===== src/hdl/scp_pkg.sv =====
// ----------------------------------------------------------------------------
// scp_pkg: shared types and constants
// Point, item and result formats for the split closest-pair distance block.
// ----------------------------------------------------------------------------
package scp_pkg;

  localparam int COORD_BITS = 16;
  localparam int MAX_DIMS   = 4;
  localparam int DIM_W      = 3;                   // num_dims register width
  localparam int MIN_W      = 17;                  // init_min and result minima
  localparam int SQ_W       = 35;                  // squared distances
  localparam int ROOT_W     = 18;                  // full root of an SQ_W value
  localparam int PAIR_W     = 15;
  localparam int CFG_IDX_W  = 2;

  localparam logic [CFG_IDX_W-1:0] REG_NUM_DIMS = CFG_IDX_W'(0);
  localparam logic [CFG_IDX_W-1:0] REG_INIT_MIN = CFG_IDX_W'(1);

  localparam int                  RESET_INIT_MIN = 100;
  localparam logic [DIM_W-1:0]    RESET_NUM_DIMS = DIM_W'(2);
  localparam logic [SQ_W-1:0]     INIT_SQ_RST    = SQ_W'(RESET_INIT_MIN * RESET_INIT_MIN);
  localparam logic [PAIR_W-1:0]   PAIRS_MAX      = {PAIR_W{1'b1}};

  typedef logic signed [COORD_BITS-1:0] coord_t;
  typedef coord_t [MAX_DIMS-1:0]        point_t;

  typedef struct packed {
    logic signed [COORD_BITS-1:0] coord_0;
    logic signed [COORD_BITS-1:0] coord_1;
    logic signed [COORD_BITS-1:0] coord_2;
    logic signed [COORD_BITS-1:0] coord_3;
    logic                         last_point;
  } in_t;

  typedef struct packed {
    logic [MIN_W-1:0]  min_left;
    logic [MIN_W-1:0]  min_right;
    logic [PAIR_W-1:0] pair_count;
    logic              overflow;
  } out_t;

  // per-cell control of the point chain
  typedef struct packed {
    logic shift;   // take neighbor (or head on wrap)
    logic wrap;    // this cell is the tail of the occupied ring
    logic load;    // store the new point here
  } cell_ctrl_t;

  // distance pipeline result
  typedef struct packed {
    logic            valid;
    logic            hit;    // stored point is on the same side
    logic [SQ_W-1:0] sq;
  } dist_res_t;

endpackage


===== src/hdl/scp_cell.sv =====
// ----------------------------------------------------------------------------
// scp_cell: one point slot of the storage chain
// Holds a point; rotates toward the head or loads a new point.
// ----------------------------------------------------------------------------
module scp_cell (
  input  logic                clk,
  input  scp_pkg::cell_ctrl_t ctrl,
  input  scp_pkg::point_t     nbr,
  input  scp_pkg::point_t     head,
  input  scp_pkg::point_t     new_pt,
  output scp_pkg::point_t     pt
);

  always_ff @(posedge clk) begin
    if (ctrl.load) begin
      pt <= new_pt;
    end else if (ctrl.shift) begin
      pt <= ctrl.wrap ? head : nbr;
    end
  end

endmodule


===== config.mk =====
export PLATFORM = sky130hd
export DESIGN_NAME = scp_cell
export DESIGN_NICKNAME = d
export VERILOG_FILES = /design/src/hdl/scp_pkg.sv /design/src/hdl/scp_cell.sv
export SDC_FILE = /design/constraint.sdc
export NUM_CORES = 1
export LEC_CHECK = 0
export BUFFER_PORTS_ARGS = -buffer_cell sky130_fd_sc_hd__clkbuf_2
export CAP_MARGIN = 0
export CORE_AREA = 2 2 101 103
export CTS_CLUSTER_DIAMETER = 100
export CTS_CLUSTER_SIZE = 25
export DETAILED_ROUTE_END_ITERATION = 8
export DIE_AREA = 0 0 103 105
export PLACE_DENSITY = 0.71
export SLEW_MARGIN = 15
export SYNTH_ARGS = -nofsm -noshare
export SYNTH_HDL_FRONTEND = slang
export SYNTH_SLANG_ARGS = --single-unit

===== constraint.sdc =====
create_clock -name clk -period 4 [get_ports clk]
set_input_delay 0.2 -clock clk [delete_from_list [all_inputs] [get_ports clk]]
set_output_delay 0.2 -clock clk [all_outputs]
set_load 0.02 [all_outputs]

======== Word-level counts from Yosys, hierarchy flattened ========
Index checks and enable logic that the tools add are counted.
storage, ports and cells
  register bits after elaboration ......... 64
  input port bits ......................... 196
operators by class
  muxes and demuxes ....................... 3
  reductions and logical operators ........ 1
operators with widths
  cell                count
  $mux W64            3
  $reduce_bool A2 Y1  1

======== Depth between registers and ports, before layout ========
  depth after elaboration ................. 3
  depth in mapped cells ................... 4

======== Worst setup path after synthesis ========
OpenSTA, ideal clock, no wires.
  kind .................................... input port to flip-flop
  start ................................... input port ctrl[0] (netlist name)
  end ..................................... register pt[0] (netlist name), enable pin
  setup time .............................. 394 ps
  arrival ................................. 1201 ps
  required time ........................... 3606 ps
  path slack .............................. 2405 ps
  stages on the path ...................... 2
  buffers on the path ..................... 1
  cells stage by stage .................... buf_2 or2_2
between the ends
  cells in the longest elaborated chain, start to end .. 1
ends and longest elaborated chain
  what                          RTL line        text
  start: declaration            scp_cell.sv:7   input scp_pkg::cell_ctrl_t ctrl,
  $reduce_bool A2 Y1 (no line)  -
  end signal: assignment        scp_cell.sv:16  pt <= new_pt;
  end signal: assignment        scp_cell.sv:18  pt <= ctrl.wrap ? head : nbr;
  end: declaration              scp_cell.sv:11  output scp_pkg::point_t pt
No other way between the ends.
A chain may end at the register's enable or synchronous reset.

======== Final worst setup path ========
  start ................................... input port ctrl[0] (netlist name)
  end ..................................... register pt[29] (netlist name), enable pin
Same word-level chain as after synthesis.

==> impl_metrics.csv <==
group,metric,value,unit
timing,rsz0062_at_grt,"false",
placement,dp.cells,651,
cells_and_area,final_util,49.7,%
clocking,post_cts_resize_count,0,
grt,grt_pass1_wl,13400,um
timing,fin_hold_ws,0.147,ns
grt,antenna_found_initial,0,
clocking,cts_tree,"built",
floorplanning,rows,36,
timing,setup-tns-final,0,ns
floorplanning,die_w,103,um
min_path,hp-class,"in -> reg",
power,power.density,371,nW/um2
cells_and_area,largest_reg_flops,64,
worst_setup_path,end_kind,"register",
worst_setup_path,worst_path_largest_cell_delay,0.72,ns
worst_setup_path,cp-endpoint,"pt[29]",
power,seq_power_share,47.9,%
timing,min_period,1.94,ns
clocking,cts_hold_buffers,0,
floorplanning,die_y,105,um
power,clock_power_share,28.8,%
cells_and_area,instances_no_fill,666,
clocking,post_cts_buffers,0,
cells_and_area,diodes,0,
cells_and_area,nNetsFinal,725,
placement,dp_hpwl,7220,um
cells_and_area,largestRegisters,"pt x64",
grt,track_usage,16.2,%
yosys,synthCells,278,
power,p_comb_share,23.3,%
timing,setup_viol,0,
clocking,htreeDepth,3,
clocking,cts-root-buf,"clkbuf_8",
timing,hold_viol,0,
worst_setup_path,cp.required,3.98,ns
drt,drc_errors,0,
drt,wl,9040,um
job,maxCapViolations,0,
placement,io_buffer_count,259,
drt,via_count,3049,
placement,pre_cts_slack,1.66,ns
yosys,netlist-cell-type-count,11,
worst_setup_path,crit_top_cell,"buf_4",
yosys,synth_fp_nets,474,
timing,worst_pin_slew,1.04,ns
grt,grt_pass1_vias,2992,
yosys,yosysWarnings,0,
drt,vias_per_cell,4.58,
yosys,synth_seq_area_share,57.7,%
power,p_sw,0.498,mW
worst_setup_path,criticalPathCategory,"in -> reg",
drt,drtIter0Drc,78,
timing,final.period_utilization,48.6,%
grt,grt_overflow,0,
yosys,mappedNetlistArea,3330,um2
clocking,cts_buffers,9,
worst_setup_path,crit_cells,3,
worst_setup_path,crit_path_start_kind,"input port",
clocking,cts.sinks,64,
worst_setup_path,timing.critical_path.buf_inv,2,
power,leakagePower,2.45,nW
timing,max-slew-margin-rel,30.7,%
timing,drv_slew,0,
power,power_switching_share,28.0,%
floorplanning,ios,260,
floorplanning,initial_core_util,34.5,%
grt,grt_start_max_net_pins,67,
worst_setup_path,setup.worst_path.start,"ctrl[0]",
floorplanning,core,9640,um2
timing,fmaxAchievable,0.514,GHz
timing,worst_slack,2.06,ns
cells_and_area,final_area,4790,um2
worst_setup_path,crit_chain,"buf_4, or2_2, buf_4",
drt,first_pass_iters,4,
floorplanning,die-area,10800,um2
yosys,synth_seq_cells,64,
cells_and_area,multiInputGateArea,1210,um2
cells_and_area,layout.area.seq,1920,um2
run_status,status,"finished clean",
placement,placed_area,4610,um2
worst_setup_path,crit_family,"buffers and inverters",
placement,gp_congestion,0.854,
worst_setup_path,crit_path_max_fanout,66,
cells_and_area,drive_gt1_share,51.6,%
power,power.internal,1.28,mW
cells_and_area,regMostFlops,"pt",
yosys,synth.avg_cell_area,12.0,um2
worst_setup_path,worst_ep_arrival_time,1.92,ns
power,total_power,1.78,mW
power,ir_drop,131,uV
clocking,cts_buffer_depth,2,
cells_and_area,nFillCells,963,
clocking,clkTransAtPathRegs,0.07,ns
cells_and_area,area_growth,43.8,%
worst_setup_path,critPathSlowestCell,"or2_2",
drt,drtAntennaViolNets,0,
drt,routedWlPerCell,13.6,um
## power by group through the flow
stage / clock network, mW / logic, mW / registers (mW)
floorplan: 0 / 0.130 / 0.971
global placement: 0 / 0.410 / 0.862
detailed placement: 0 / 0.420 / 0.867
CTS: 0.529 / 0.420 / 0.853
global route: 0.561 / 0.451 / 0.859
finish: 0.512 / 0.415 / 0.851
## cell usage in the layout (no fill, tap or decap), types with 3 or more instances in the layout
master,Yosys,routed
o21ai_0,4,4
clkbuf_8,0,9
clkbuf_2,0,257
buf_4,1,4
mux2i_1,64,64
o21ai_1,60,60
clkinv_2,0,3
edfxtp_1,64,64
nand2_1,64,64
## worst min-delay path by stage
| stage | cells past startpoint | end | slack, ns | start |
|---|---|---|---|---|
| after detailed placement | 3 | pt[0] | 0.49 | new_pt[0] |
| after CTS | 3 | pt[0] | 0.12 | new_pt[0] |
| after floorplan | 2 | pt[0] | 0.39 | new_pt[0] |
| after global placement | 3 | pt[15] | 0.49 | new_pt[15] |
| after global routing | 3 | pt[0] | 0.14 | new_pt[0] |
| final | 3 | pt[14] | 0.15 | new_pt[14] |
## cells by family (layout without fill, tap and decap cells)
group                  count (synthesis)  in the layout  share of synthesized area [%]
and+or+nand+nor                       65             65                           7.40
AOI/OAI and AO/OA                     64             64                           9.62
buffers and inverters                 21            276                           6.01
muxes                                 64             64                           19.2
DFF                                   64             64                           57.7
## synthesized netlist by cell type
cell type	n	area share (%)
buf_8	1	0.45
buf_12	6	3.6
or2_2	1	0.19
buf_4	1	0.23
o21ai_1	60	9.0
o21ai_0	4	0.60
edfxtp_1	64	58
nand2_1	64	7.2
clkbuf_1	6	0.68
mux2i_1	64	19
buf_2	7	1.1
## routing by layer
metal / global-route usage (%) / wire length [um] / vias up / part of all wire [%]
li1: - / - / 1516 / -
met1: 15.8 / 3220 / 1360 / 36
met5: 0 / 0 / - / 0
met3: 4.75 / 804 / 17 / 8.9
met2: 30.2 / 4800 / 156 / 53
met4: 8.08 / 209 / 0 / 2.3
## tightest hold or removal path, stage by stage
cell and delay (ns):
clkbuf_2 0.07, nand2_1 0.04, o21ai_1 0.06
## area by class of cell
cell class | instances | area share [%]
clock buffers | 10 | 2.67
well taps | 133 | 3.48
repair buffers | 261 | 27.5
multi-input cells | 193 | 25.2
flip-flops and latches | 64 | 40.1
clock inverters | 5 | 1.02
No activity file was read; power rests on OpenSTA's default activity.
