File: src/hdl/scp_pkg.sv
// ----------------------------------------------------------------------------
// scp_pkg: shared types and constants
// Point, item and result formats for the split closest-pair distance block.
// ----------------------------------------------------------------------------
package scp_pkg;

  localparam int COORD_BITS = 16;
  localparam int MAX_DIMS   = 4;
  localparam int DIM_W      = 3;                   // num_dims register width
  localparam int MIN_W      = 17;                  // init_min and result minima
  localparam int SQ_W       = 35;                  // squared distances
  localparam int ROOT_W     = 18;                  // full root of an SQ_W value
  localparam int PAIR_W     = 15;
  localparam int CFG_IDX_W  = 2;

  localparam logic [CFG_IDX_W-1:0] REG_NUM_DIMS = CFG_IDX_W'(0);
  localparam logic [CFG_IDX_W-1:0] REG_INIT_MIN = CFG_IDX_W'(1);

  localparam int                  RESET_INIT_MIN = 100;
  localparam logic [DIM_W-1:0]    RESET_NUM_DIMS = DIM_W'(2);
  localparam logic [SQ_W-1:0]     INIT_SQ_RST    = SQ_W'(RESET_INIT_MIN * RESET_INIT_MIN);
  localparam logic [PAIR_W-1:0]   PAIRS_MAX      = {PAIR_W{1'b1}};

  typedef logic signed [COORD_BITS-1:0] coord_t;
  typedef coord_t [MAX_DIMS-1:0]        point_t;

  typedef struct packed {
    logic signed [COORD_BITS-1:0] coord_0;
    logic signed [COORD_BITS-1:0] coord_1;
    logic signed [COORD_BITS-1:0] coord_2;
    logic signed [COORD_BITS-1:0] coord_3;
    logic                         last_point;
  } in_t;

  typedef struct packed {
    logic [MIN_W-1:0]  min_left;
    logic [MIN_W-1:0]  min_right;
    logic [PAIR_W-1:0] pair_count;
    logic              overflow;
  } out_t;

  // per-cell control of the point chain
  typedef struct packed {
    logic shift;   // take neighbor (or head on wrap)
    logic wrap;    // this cell is the tail of the occupied ring
    logic load;    // store the new point here
  } cell_ctrl_t;

  // distance pipeline result
  typedef struct packed {
    logic            valid;
    logic            hit;    // stored point is on the same side
    logic [SQ_W-1:0] sq;
  } dist_res_t;

endpackage

File: src/hdl/scp_dist.sv
// ----------------------------------------------------------------------------
// scp_dist: squared distance pipeline
// Three stages: lane differences, lane squares, sum. One pair per cycle.
// ----------------------------------------------------------------------------
module scp_dist (
  input  logic                          clk,
  input  logic                          rst,
  input  logic                          issue,
  input  scp_pkg::point_t               new_pt,
  input  scp_pkg::point_t               head,
  input  logic [scp_pkg::MAX_DIMS-1:0]  lane_en,
  input  logic                          new_neg,
  input  logic                          new_pos,
  output scp_pkg::dist_res_t            res,
  output logic                          busy
);

  localparam int DW = scp_pkg::COORD_BITS + 1;
  localparam int PW = 2 * scp_pkg::COORD_BITS;

  logic                                 s1_valid, s2_valid, s3_valid;
  logic                                 s1_hit, s2_hit, s3_hit;
  logic signed [DW-1:0]                 s1_diff [scp_pkg::MAX_DIMS];
  logic [PW-1:0]                        s2_sq   [scp_pkg::MAX_DIMS];
  logic [scp_pkg::SQ_W-1:0]             s3_sum;

  logic                                 head_neg, head_pos, hit;
  logic signed [DW-1:0]                 diff    [scp_pkg::MAX_DIMS];
  logic [scp_pkg::COORD_BITS-1:0]       mag     [scp_pkg::MAX_DIMS];
  logic [scp_pkg::SQ_W-1:0]             sum;

  assign head_neg = head[0][scp_pkg::COORD_BITS-1];
  assign head_pos = !head_neg && (head[0] != '0);
  assign hit      = (new_neg && head_neg) || (new_pos && head_pos);

  always_comb begin
    for (int d = 0; d < scp_pkg::MAX_DIMS; d++) begin
      diff[d] = $signed({new_pt[d][scp_pkg::COORD_BITS-1], new_pt[d]})
              - $signed({head[d][scp_pkg::COORD_BITS-1], head[d]});
      mag[d]  = s1_diff[d][DW-1] ? scp_pkg::COORD_BITS'(-s1_diff[d])
                                 : scp_pkg::COORD_BITS'(s1_diff[d]);
    end
    sum = '0;
    for (int d = 0; d < scp_pkg::MAX_DIMS; d++) begin
      sum = sum + scp_pkg::SQ_W'(s2_sq[d]);
    end
  end

  always_ff @(posedge clk) begin
    if (rst) begin
      s1_valid <= 1'b0;
      s2_valid <= 1'b0;
      s3_valid <= 1'b0;
    end else begin
      s1_valid <= issue;
      s2_valid <= s1_valid;
      s3_valid <= s2_valid;
    end
  end

  always_ff @(posedge clk) begin
    s1_hit <= hit;
    s2_hit <= s1_hit;
    s3_hit <= s2_hit;
    for (int d = 0; d < scp_pkg::MAX_DIMS; d++) begin
      s1_diff[d] <= lane_en[d] ? diff[d] : '0;
      s2_sq[d]   <= mag[d] * mag[d];
    end
    s3_sum <= sum;
  end

  assign res.valid = s3_valid;
  assign res.hit   = s3_hit;
  assign res.sq    = s3_sum;
  assign busy      = s1_valid || s2_valid || s3_valid;

endmodule

File: config.mk
export PLATFORM = sky130hd
export DESIGN_NAME = scp_dist
export DESIGN_NICKNAME = d
export VERILOG_FILES = /design/src/hdl/scp_pkg.sv /design/src/hdl/scp_dist.sv
export SDC_FILE = /design/constraint.sdc
export NUM_CORES = 2
export LEC_CHECK = 0
export BUFFER_PORTS_ARGS = -buffer_cell sky130_fd_sc_hd__buf_2
export CORE_UTILIZATION = 60
export DETAILED_ROUTE_END_ITERATION = 6
export PLACE_DENSITY = 0.78
export REMOVE_ABC_BUFFERS = 1
export SYNTH_ARGS = -nofsm -noshare
export SYNTH_HDL_FRONTEND = slang
export SYNTH_SLANG_ARGS = --single-unit
export TNS_END_PERCENT = 50
File: constraint.sdc
create_clock -name clk -period 10.97 [get_ports clk]
set_input_delay 0.5485 -clock clk [delete_from_list [all_inputs] [get_ports clk]]
set_output_delay 0.5485 -clock clk [all_outputs]
set_load 0.03 [all_outputs]
# Word-level counts from Yosys, hierarchy flattened
# Memory sizes are Yosys's and may differ from the RTL's.
# Index checks and enable logic that the tools add are counted.
[word_totals]
in_bits = 137
register_bits = 41
mem_count = 2
ram_bits = 196
[memory_table]
columns = ["name", "depth", "width", "read_ports", "rd_clocked_by_memory_dff", "write_ports", "line", "source"]
rows = [
  ["s2_sq", 4, 32, 4, 0, 4, "scp_dist.sv:24", "logic [PW-1:0] s2_sq [scp_pkg::MAX_DIMS];"],
  ["s1_diff", 4, 17, 4, 0, 4, "scp_dist.sv:23", "logic signed [DW-1:0] s1_diff [scp_pkg::MAX_DIMS];"],
]
[op_classes]
n_reduce_logical = 8
muxes = 8
n_addsub = 11
mul = 4
[op_table]
columns = ["cell", "count"]
rows = [
  ["16-bit by 16-bit multiplier with 32-bit output", 4],
  ["17-bit two-way mux", 4],
  ["16-bit by 16-bit subtractor with 17-bit output", 4],
  ["16-bit two-way mux", 4],
  ["16-bit negator", 4],
  ["34-bit by 32-bit adder with 35-bit output", 1],
  ["33-bit by 32-bit adder with 34-bit output", 1],
  ["32-bit by 32-bit adder with 33-bit output", 1],
  ["16-bit nonzero test", 1],
  ["1-bit logical AND", 3],
  ["1-bit logical OR", 3],
  ["1-bit logical NOT", 1],
]

# Logic depth before layout (Yosys ltp)
[logic_depth]
ltp_word = 4
mapped_depth = 33

# Worst setup path before layout
# No wires, ideal clock.
[synth_path]
kind = "register to register"
from = "memory s1_diff[2][0] in the netlist's numbering"
to = "memory s2_sq[2][30] in the netlist's numbering"
path_buffers = 1
slack_ns = 3.223
t_arrival_ns = 7.623
path_stages_with_launch = 33
synth_period_minus_slack_ns = 7.747
cell_sequence = "dfxtp_1 -> clkinv_1 -> clkbuf_1 -> ha_1 -> nand2b_1 -> or4_1 -> o31ai_1 -> xor2_1 -> clkinv_1 -> nand2_1 -> inv_1 -> fa_1 -> inv_1 -> fa_1 -> inv_1 -> fa_1 -> inv_1 -> fa_1 -> inv_1 -> fa_1 -> inv_1 -> fa_1 -> inv_1 -> ha_1 -> a21oi_1 -> o21ai_0 -> a221oi_1 -> o21ai_0 -> a311o_1 -> nand2_1 -> o21ai_0 -> mux2i_1 -> nand3_1"
[synth_lines]
columns = ["element", "line"]
rows = [
  ["from (decl)", "scp_dist.sv:23"],
  ["to (decl)", "scp_dist.sv:24"],
]

==> flow_summary.ini <==
[outcome]
status = finished clean

[setup_path]
r2r_setup_slack_ns = 2.05
worstSetupStartpointType = register
cp.required_ns = 11.43
slowest_stage = fa_1
crit_path_end_kind = register
critPathArrivalTime_ns = 9.38
max_stage_delay_ns = 0.55
crit_fanout = 18
cp_common_cell = fa_1
worst-r2r-cell-count = 29
crit_type = register to register

[final_layout]
drive_above_1_share = 0.0648
post-route-util = 0.648
layout.nets = 5902
syn_to_final_growth_pct = 6.94

[global_route]
grt_util_all_layers = 0.281
grt_pass1_vias = 31000
gr-total-overflow = 0
grt_max_degree = 22
grt_pass1_wl_um = 151000
antenna_found_initial = 7

[floorplanning]
die_h_um = 260
io_pins = 175
rows = 94
die_x_um = 260
initial_utilization = 0.606
die_area_mm2 = 0.0674
core-area_mm2 = 0.0657

[logic_synthesis]
synth_area_leaders = fa_1 36%, ha_1 15%, dfxtp_1 12%
synth.most_common_cell = inv_1
ys_top_cells_by_count = 1,002 x inv_1, 713 x fa_1, 486 x ha_1
synth_flop_cell = dfxtp_1
synth.avg_cell_area_um2 = 9.05
synth-edff-count = 0
yosysWarnings = 0
netlist_instances = 4402
synth_top_area_cell = fa_1
synth.top_cell.area_share = 0.358
synth-async-reset-ratio = 0
ys_types = 87
netlist_area_mm2 = 0.0398
yosysSeqAreaShare = 0.117
synth-seq-cells = 232

[drt]
top_layer_used = met5
route.detailed.drc = 0
met3_length_um = 6070
dr_wl_met2_um = 44900
dr.pass1.iters = 6
drt-met1-wl_um = 37200
ant_nets = 0
vias = 29900
viasPerCell = 5.49
wl_um = 91100
drt-initial-drc-count = 1703
drt-wirelength-per-cell_um = 16.7

[place]
port_buffers = 173
dpl.hpwl_um = 77800
gp_congestion = 0.940

[sta]
period_needed_ns = 8.92
setup_viol = 0
hold_violations = 0
fmax_ghz = 0.112
finalCritPeriodShare = 0.813
slew_viol_final = 0
rsz0062_at_grt = false
skew_ns = 0.0200
slew_headroom = 0.210
finalSetupTns_ns = 0
tightest_slew_ns = 1.18

[cts]
cts_resized = 0
post_cts_buffers = 0
clock_latency_ns = 0.58
clockBufferDepth = 3
cts_tree = done
hold_buffers = 0
cts.sinks = 232
htreeDepth = 1
root_buffer = clkbuf_16
clk_pin_slew_ns = 0.06
cts_buffers = 27

[hold_path]
holdCritPathClass = primary input to register
hold_depth = 2

[run]
cap_viol_max_count = 0
cells by family (layout without fill, tap and decap cells):
| group | after synthesis | after routing | share of synthesized area |
|---|---|---|---|
| xor+xnor | 256 | 256 | 0.0579 |
| mux | 8 | 8 | 0.00201 |
| simple gates | 1057 | 1057 | 0.119 |
| flops | 232 | 232 | 0.117 |
| other cells | 1 | 5 | 0.0000941 |
| fa+ha+maj | 1199 | 1199 | 0.511 |
| compound gates | 550 | 550 | 0.0898 |
| buf+inv | 1099 | 1283 | 0.104 |
final cells by class:
| type | instances | area [um2] |
|---|---|---|
| clock inverter | 11 | 83.8 |
| fill | 5392 | 23100 |
| antenna | 4 | 10.0 |
| tap | 864 | 1080 |
| clock buffer | 38 | 777 |
| sequential | 232 | 4640 |
| multi-input combinational | 3071 | 31100 |
| timing repair buffer | 201 | 1080 |
| inverter | 1033 | 3880 |
sequential cells by signal, summed over array words and instances, names as in the netlist:
register  flops
s3_sum       34
s2_sq       124
s1_diff      68
s2_hit        1
s3_hit        1
s3_valid      1
s2_valid      1
s1_hit        1
s1_valid      1
path summary, 6_finish.rpt:
path / start / end
max: s1_diff[0][0] / s2_sq[0][31]
min: rst / s1_valid
max reg2reg: s1_diff[0][0] / s2_sq[0][31]
min reg2reg: s2_hit / s3_hit
metrics by stage:
step           setup slack, ns  cell area, um2  hold WS (ns)  instances
6_report                  2.05           42600         0.169       5454
5_1_grt                   1.43           42600         0.156       5451
3_5_place_dp              2.22           41700         0.321       5401
2_1_floorplan             3.43           39600         0.310       4336
3_3_place_gp              2.53           41700         0.311       5401
4_1_cts                   2.18           42600         0.146       5450
layer usage:
layer | track usage | vias to the layer above
li1 | - | 14000
met1 | 0.365 | 14800
met2 | 0.480 | 943
met3 | 0.0445 | 206
met4 | 0.0879 | 2
met5 | 0 | -
cell usage in the layout (no fill, tap or decap), types with 19 or more instances in the layout:
| cell | count |
|---|---|
| a21o_1 | 85 |
| a21oi_1 | 155 |
| and2_1 | 32 |
| and3_1 | 23 |
| buf_2 | 173 |
| buf_4 | 28 |
| clkbuf_16 | 27 |
| clkinv_1 | 19 |
| dfxtp_1 | 232 |
| fa_1 | 713 |
| ha_1 | 486 |
| inv_1 | 1002 |
| nand2_1 | 397 |
| nand2b_1 | 40 |
| nand3_1 | 47 |
| nor2_1 | 345 |
| nor2b_1 | 35 |
| nor3_1 | 44 |
| o21a_1 | 24 |
| o21ai_0 | 109 |
| o21bai_1 | 20 |
| o31ai_1 | 19 |
| or3_1 | 21 |
| xnor2_1 | 160 |
| xor2_1 | 89 |
critical path: cells and delay by family, from the launching register on:
kind	cells	cell delay, ns
AOI/OAI and AO/OA	8	1.97
xor gates and xnor gates	2	0.63
buffers and inverters	7	1.17
adders and majority gates	8	3.72
and+or+nand+nor	4	0.85
DFF	1	0.46
Power is left out: the tool's default activity adds up to more than one toggle a clock period on the data nets, which glitch-free logic cannot reach.
