## src/hdl/scp_pkg.sv

```systemverilog
// ----------------------------------------------------------------------------
// scp_pkg: shared types and constants
// Point, item and result formats for the split closest-pair distance block.
// ----------------------------------------------------------------------------
package scp_pkg;

  localparam int COORD_BITS = 16;
  localparam int MAX_DIMS   = 4;
  localparam int DIM_W      = 3;                   // num_dims register width
  localparam int MIN_W      = 17;                  // init_min and result minima
  localparam int SQ_W       = 35;                  // squared distances
  localparam int ROOT_W     = 18;                  // full root of an SQ_W value
  localparam int PAIR_W     = 15;
  localparam int CFG_IDX_W  = 2;

  localparam logic [CFG_IDX_W-1:0] REG_NUM_DIMS = CFG_IDX_W'(0);
  localparam logic [CFG_IDX_W-1:0] REG_INIT_MIN = CFG_IDX_W'(1);

  localparam int                  RESET_INIT_MIN = 100;
  localparam logic [DIM_W-1:0]    RESET_NUM_DIMS = DIM_W'(2);
  localparam logic [SQ_W-1:0]     INIT_SQ_RST    = SQ_W'(RESET_INIT_MIN * RESET_INIT_MIN);
  localparam logic [PAIR_W-1:0]   PAIRS_MAX      = {PAIR_W{1'b1}};

  typedef logic signed [COORD_BITS-1:0] coord_t;
  typedef coord_t [MAX_DIMS-1:0]        point_t;

  typedef struct packed {
    logic signed [COORD_BITS-1:0] coord_0;
    logic signed [COORD_BITS-1:0] coord_1;
    logic signed [COORD_BITS-1:0] coord_2;
    logic signed [COORD_BITS-1:0] coord_3;
    logic                         last_point;
  } in_t;

  typedef struct packed {
    logic [MIN_W-1:0]  min_left;
    logic [MIN_W-1:0]  min_right;
    logic [PAIR_W-1:0] pair_count;
    logic              overflow;
  } out_t;

  // per-cell control of the point chain
  typedef struct packed {
    logic shift;   // take neighbor (or head on wrap)
    logic wrap;    // this cell is the tail of the occupied ring
    logic load;    // store the new point here
  } cell_ctrl_t;

  // distance pipeline result
  typedef struct packed {
    logic            valid;
    logic            hit;    // stored point is on the same side
    logic [SQ_W-1:0] sq;
  } dist_res_t;

endpackage

```

## src/hdl/scp_isqrt.sv

```systemverilog
// ----------------------------------------------------------------------------
// scp_isqrt: integer square root, one result bit per cycle
// Restoring digit-by-digit method; root holds its final value once busy drops.
// ----------------------------------------------------------------------------
module scp_isqrt (
  input  logic                       clk,
  input  logic                       rst,
  input  logic                       start,
  input  logic [scp_pkg::SQ_W-1:0]   value,
  output logic                       busy,
  output logic [scp_pkg::ROOT_W-1:0] root
);

  localparam int XW    = 2 * scp_pkg::ROOT_W;
  localparam int REM_W = scp_pkg::ROOT_W + 2;
  localparam int CW    = $clog2(scp_pkg::ROOT_W + 1);

  logic [XW-1:0]               x;
  logic [REM_W-1:0]            rem, rem_next;
  logic [scp_pkg::ROOT_W-1:0]  root_next;
  logic [CW-1:0]               cnt;
  logic [REM_W+1:0]            rem_sh, trial;

  always_comb begin
    rem_sh = {rem, x[XW-1 -: 2]};
    trial  = {2'b00, root, 2'b01};
    if (rem_sh >= trial) begin
      rem_next  = REM_W'(rem_sh - trial);
      root_next = {root[scp_pkg::ROOT_W-2:0], 1'b1};
    end else begin
      rem_next  = REM_W'(rem_sh);
      root_next = {root[scp_pkg::ROOT_W-2:0], 1'b0};
    end
  end

  always_ff @(posedge clk) begin
    if (rst) begin
      busy <= 1'b0;
      cnt  <= '0;
    end else if (start) begin
      busy <= 1'b1;
      cnt  <= CW'(scp_pkg::ROOT_W);
    end else if (busy) begin
      cnt <= cnt - CW'(1);
      if (cnt == CW'(1)) begin
        busy <= 1'b0;
      end
    end
  end

  always_ff @(posedge clk) begin
    if (start) begin
      x    <= XW'(value);
      rem  <= '0;
      root <= '0;
    end else if (busy) begin
      x    <= x << 2;
      rem  <= rem_next;
      root <= root_next;
    end
  end

endmodule

```

## config.mk

```make
export PLATFORM = sky130hd
export DESIGN_NAME = scp_isqrt
export DESIGN_NICKNAME = d
export VERILOG_FILES = /design/src/hdl/scp_pkg.sv /design/src/hdl/scp_isqrt.sv
export SDC_FILE = /design/constraint.sdc
export NUM_CORES = 1
export LEC_CHECK = 0
export BUFFER_PORTS_ARGS = -buffer_cell sky130_fd_sc_hd__buf_2
export CAP_MARGIN = 0
export CORE_UTILIZATION = 53
export CTS_CLUSTER_DIAMETER = 40
export DETAILED_ROUTE_END_ITERATION = 16
export PLACE_DENSITY = 0.77
export SYNTH_ARGS = -nofsm -noshare
export SYNTH_HDL_FRONTEND = slang
export SYNTH_SLANG_ARGS = --single-unit
```

## constraint.sdc

```tcl
create_clock -name clk -period 2.6 [get_ports clk]
set_input_delay 0.65 -clock clk [delete_from_list [all_inputs] [get_ports clk]]
set_output_delay 0.65 -clock clk [all_outputs]
set_load 0.02 [all_outputs]
```

## Yosys cells after proc, flatten, opt, wreduce, memory -nomap -nowiden

Index checks and enable logic that the tools add are counted.

| cells by class | value |
|---|---|
| mux-type cells | 9 |
| eq/ne operators | 1 |
| magnitude comparators | 1 |
| add/subtract/negate cells | 2 |
| reduce and logical (&&, ||, !) cells | 2 |

Operators by type and width:

| cell | number |
|---|---|
| 35-bit two-way mux | 2 |
| 22-bit by 20-bit >= comparator with 1-bit output | 1 |
| 20-bit two-way mux | 1 |
| 20-bit subtractor | 1 |
| 5-bit two-way mux | 2 |
| 5-bit by 1-bit == test with 1-bit output (second input constant) | 1 |
| 5-bit by 1-bit subtractor with 5-bit output (second input constant) | 1 |
| 1-bit two-way mux | 4 |
| 2-bit nonzero test | 1 |
| 2-bit OR reduction | 1 |

| storage, ports and cells | value |
|---|---|
| output and inout bits | 19 |
| input port bits | 38 |
| register bits | 80 |

## Logic depth before layout (Yosys ltp)

| depth | value |
|---|---|
| word-level depth | 4 |
| depth in mapped cells | 11 |
| depth with buffers taken out | 9 |

## Worst setup path before layout

No wires, ideal clock.

| timing path | value |
|---|---|
| path kind | flip-flop to flip-flop |
| start point | register root[8] in the netlist's numbering |
| end point | register rem[12] |
| clock period less this slack | 2439 ps |
| path slack | 161 ps |
| data required time | 2509 ps |
| cell stages (with the launch flop) | 10 |
| arrival time | 2348 ps |
| path through | dfxtp_1 inv_1 ha_1 and2_4 or3b_1 a41oi_2 a21oi_1 a22o_2 or3b_1 a311oi_1 |

| between the ends | value |
|---|---|
| word-level cells in the longest chain between the ends | 2 |

Ends and longest elaborated chain:

| what | line | RTL |
|---|---|---|
| from (decl) | scp_isqrt.sv:11 | `output logic [scp_pkg::ROOT_W-1:0] root` |
| from (signal assigned) | scp_isqrt.sv:59 | `root <= root_next;` |
| 20-bit subtractor / 22-bit by 20-bit >= comparator with 1-bit output (equally long branches) | scp_isqrt.sv:28, scp_isqrt.sv:27 |  |
| 20-bit two-way mux (*) | scp_isqrt.sv:27 | `if (rem_sh >= trial) begin` |
| to (signal assigned) | scp_isqrt.sv:58 | `rem <= rem_next;` |
| to (decl) | scp_isqrt.sv:19 | `logic [REM_W-1:0] rem, rem_next;` |

Mark *: on every way between the ends. The rest lies on a longest branch, timed or not.
A chain may end at the register's enable or synchronous reset.

## Worst setup path after layout

| timing path | value |
|---|---|
| start point | register root[9] in the netlist's numbering |
| end point | register rem[12] |

The elaborated chain is that of the path after synthesis.

==> impl_results.md <==
* Setup crit start: root[9]
* Fin. Hold Viols at 0
* First-pass GRT wire length at 15700 µm
* Post-synthesis mux area share at 13.7%
* FF-to-FF path depth at 9
* Worst path arrival time at 2.78 ns
* RSZ-0062 raised after global routing: false
* Initial cell density of the core at 54.7%
* CP max FO at 6
* HP Class: register to register
* Hold path depth at 2
* Cell family with most CP delay: simple AND/OR/NAND/NOR gates
* Synth Area in Compound Gates at around 13%
* Main combinational cell family by area after synthesis: multiplexers
* Sequential share of power at 26.7%
* Share of cells above drive strength 1 at 30.3%
* Worst-Margin Slew at approximately 0.58 ns
* First drt pass iteration count at 4
* Post-Route WL at 9340 µm
* # nets final at 566
* Final setup viols at 0
* Synth Instances at about 450
* Core Util, Final at 63.6%
* Synth Area in Simple Gates at 13.6%
* Post CTS Setup Buffer Count at 0
* Slew Viols, Final at 0
* Die height at 93.9 µm
* Buf/Inv on CP at 1
* Crit-path max cell delay at 0.38 ns
* Critical R2R Capture: rem[12]
* Die ar. at 8820 µm²
* CP Capture Type: register
* Clk Latency, worst-skew pair at 0.36 ns
* Post-DRT Antenna Nets at 0
* Top FF cell, synth: dfxtp_1
* Synth warnings at 0
* Synth Area in Adders at 6.15%
* Yosys top cell area share at 23.5%
* Setup TNS at 0 ns
* Avg Synthesized Cell Area at 10.1 µm²
* Async SR Flop Fraction at 0%
* Worst Skew at between 0.008 and 0.009 ns
* WP data required at 2.88 ns
* Hold path startpoint: rem[18]
* Switch Pwr at 0.00254 W
* Hold Crit Endpoint: rem[18]
* GRT Total Usage at 23.0%
* Synth area leaders: edfxtp_1 (23%), dfxtp_1 (20%), mux2_2 (8.3%), ha_1 (6.2%), mux2i_1 (5.4%)
* Crit-path cells: inv_1, ha_4, and2_4, or3b_4, a41oi_2, a21oi_1, a22o_2, or3b_1, a311oi_2
* Vias after detailed routing at about 3500
* I/O Pins at 57
* GRT Residual Overflow at 0
* Clock transition at path regs at 0.09 ns
* Worst IR Drop VDD at 0.743 mV
* Htree depth at 3
* Slowest CP cell: or3b_4
* Status: finished, final reports clean
* CTS tree: yes
* Clock Path Buffers at 2
* Average vias per placed instance at roughly 5.7
* WL/cell at 15.2 µm
* EDFF count, synth at 35
* Clk pwr share at 15.2%
* Core area at ~8200 µm²
* Clk sinks at 80
* Critical path class: register to register
* Combinational power share at 58.1%
* Hpwl dp at 6890 µm
* Placer Congestion at 0.850
* Max cap viols at 0
* Period utilisation layout at roughly 96%
* RR Startpoint: root[9]
* Post-Syn Nets at 505
* Number of synthesized register bits at 80
* CTS buffer count at 9
* PD cells at between 1000 and 1500 nW/µm²
* Diode count at 0
* Crit start category: register
* Pin count of the biggest net entering global routing at 37
* Internal cell power at roughly 0.0037 W
* Rows at 33
* Vias in the first global route at around 3500
* Mapped cell area at 4480 µm²
* Leak at around 2.2 nW
* Initial DRC count at 144
* DRC at 0
* Flop-to-flop setup slack at ~0.10 ns
* Root Driver: clkbuf_8
* Synth area leader: edfxtp_1
* Post-Synth XOR/XNOR Area at 3.33%
* Netlist cell types at 63
* Hold buffer count at cts at 0
* Sequential share of the synthesized area at 43.6%
* Initial antenna violation count at 0
* Fmax at approximately 400 MHz
* Sw Share at 41.0%
* IO buf count at 56
* Area Growth Syn to Fin at 16.1%
* Fin crit period at 2.50 ns
* Max_slew headroom at 61.3%
* Die width at approximately 94 µm
## registers in the layout (all words and copies together) (netlist names)
name / count
root: 18
busy: 1
x: 36
rem: 20
cnt: 5
## timing repair
item                                    CTS  global route
endpoints found under the setup margin    0            13
resized for setup                         0            18
hold endpoints to repair                  0             0
## Yosys cell counts, types with 4 or more instances
cell type   n
dfxtp_1    45
nand2_1    25
o311ai_1    4
xnor2_1    12
mux2i_1    24
o31ai_1     4
buf_4      17
edfxtp_1   35
nor2b_1     4
o21a_1      5
o21ai_0     9
a21o_1      6
a211oi_1   10
nor2_1     50
o21ai_1     6
inv_1      27
nand3_1     8
nor3_1     11
a21oi_1    10
clkbuf_1   13
ha_1       22
xor2_1      5
mux2_2     33
## final cells by class
class	count	area, µm²
clock buffers	9	124
clock inverters	7	77.6
fillers	678	2980
inverters	27	101
multi-input cells	302	2290
flip-flops and latches	80	1960
well taps	105	131
repair buffers	86	518
## per-stage QoR
stage	cells	worst slack (ns)	hold WS, ns	cell area [µm²]	power (W)
floorplan	445	0.161	0.428	4480	0.00419
global placement	600	0.121	0.442	4920	0.00503
detailed placement	600	0.0397	0.458	4920	0.00510
CTS	616	0.0275	0.471	5120	0.00606
global route	616	0.00705	0.506	5200	0.00664
finish	616	0.104	0.464	5200	0.00620
## layout by cell type (no fill, tap or decap), types with 9 or more instances in the layout
master / count
a211oi_1: 9
inv_1: 27
buf_4: 29
nand2_1: 25
nor2_1: 50
a21oi_1: 10
dfxtp_1: 42
edfxtp_1: 35
clkbuf_8: 9
ha_1: 19
xnor2_1: 12
mux2i_1: 24
mux2_2: 33
buf_2: 56
nor3_1: 11
## cells by family after synthesis
| family | after synthesis |
|---|---|
| AOI/OAI and AO/OA | 80 |
| xor gates and xnor gates | 17 |
| adders and majority gates | 22 |
| buffers and inverters | 63 |
| DFF | 80 |
| muxes | 57 |
| and+or+nand+nor | 126 |
## power by group through the flow
stage	Clock [W]	Combinational [W]	Sequential, W
after detailed placement	0	0.00342	0.00168
after CTS	0.000966	0.00344	0.00165
after global routing	0.00103	0.00393	0.00168
final	0.000940	0.00360	0.00166
after global placement	0	0.00337	0.00167
after floorplan	0	0.00256	0.00163
## worst max path at each step
stage	end	slack (ns)	cells after the start
after floorplan	rem[12]	0.16	9
after global placement	rem[12]	0.12	9
after detailed placement	rem[12]	0.04	9
after CTS	rem[12]	0.03	9
after global routing	rem[12]	0.007	9
final	rem[12]	0.10	9
## layer usage
metal | vias up | global-route usage [%] | wire, µm
met3 | 15 | 6.96 | 552
met4 | 0 | 9.62 | 172
met1 | 1649 | 27.3 | 4130
li1 | 1723 | - | -
met5 | - | 0 | 0
met2 | 102 | 38.4 | 4490
## worst register-to-register path, cell delays in order (launching register included)
cell and delay (ns):
dfxtp_2 0.34, inv_1 0.06, ha_4 0.29, and2_4 0.16
or3b_4 0.38, a41oi_2 0.22, a21oi_1 0.10, a22o_2 0.27
or3b_1 0.37, a311oi_2 0.23
Power figures use the tool's default switching activity.
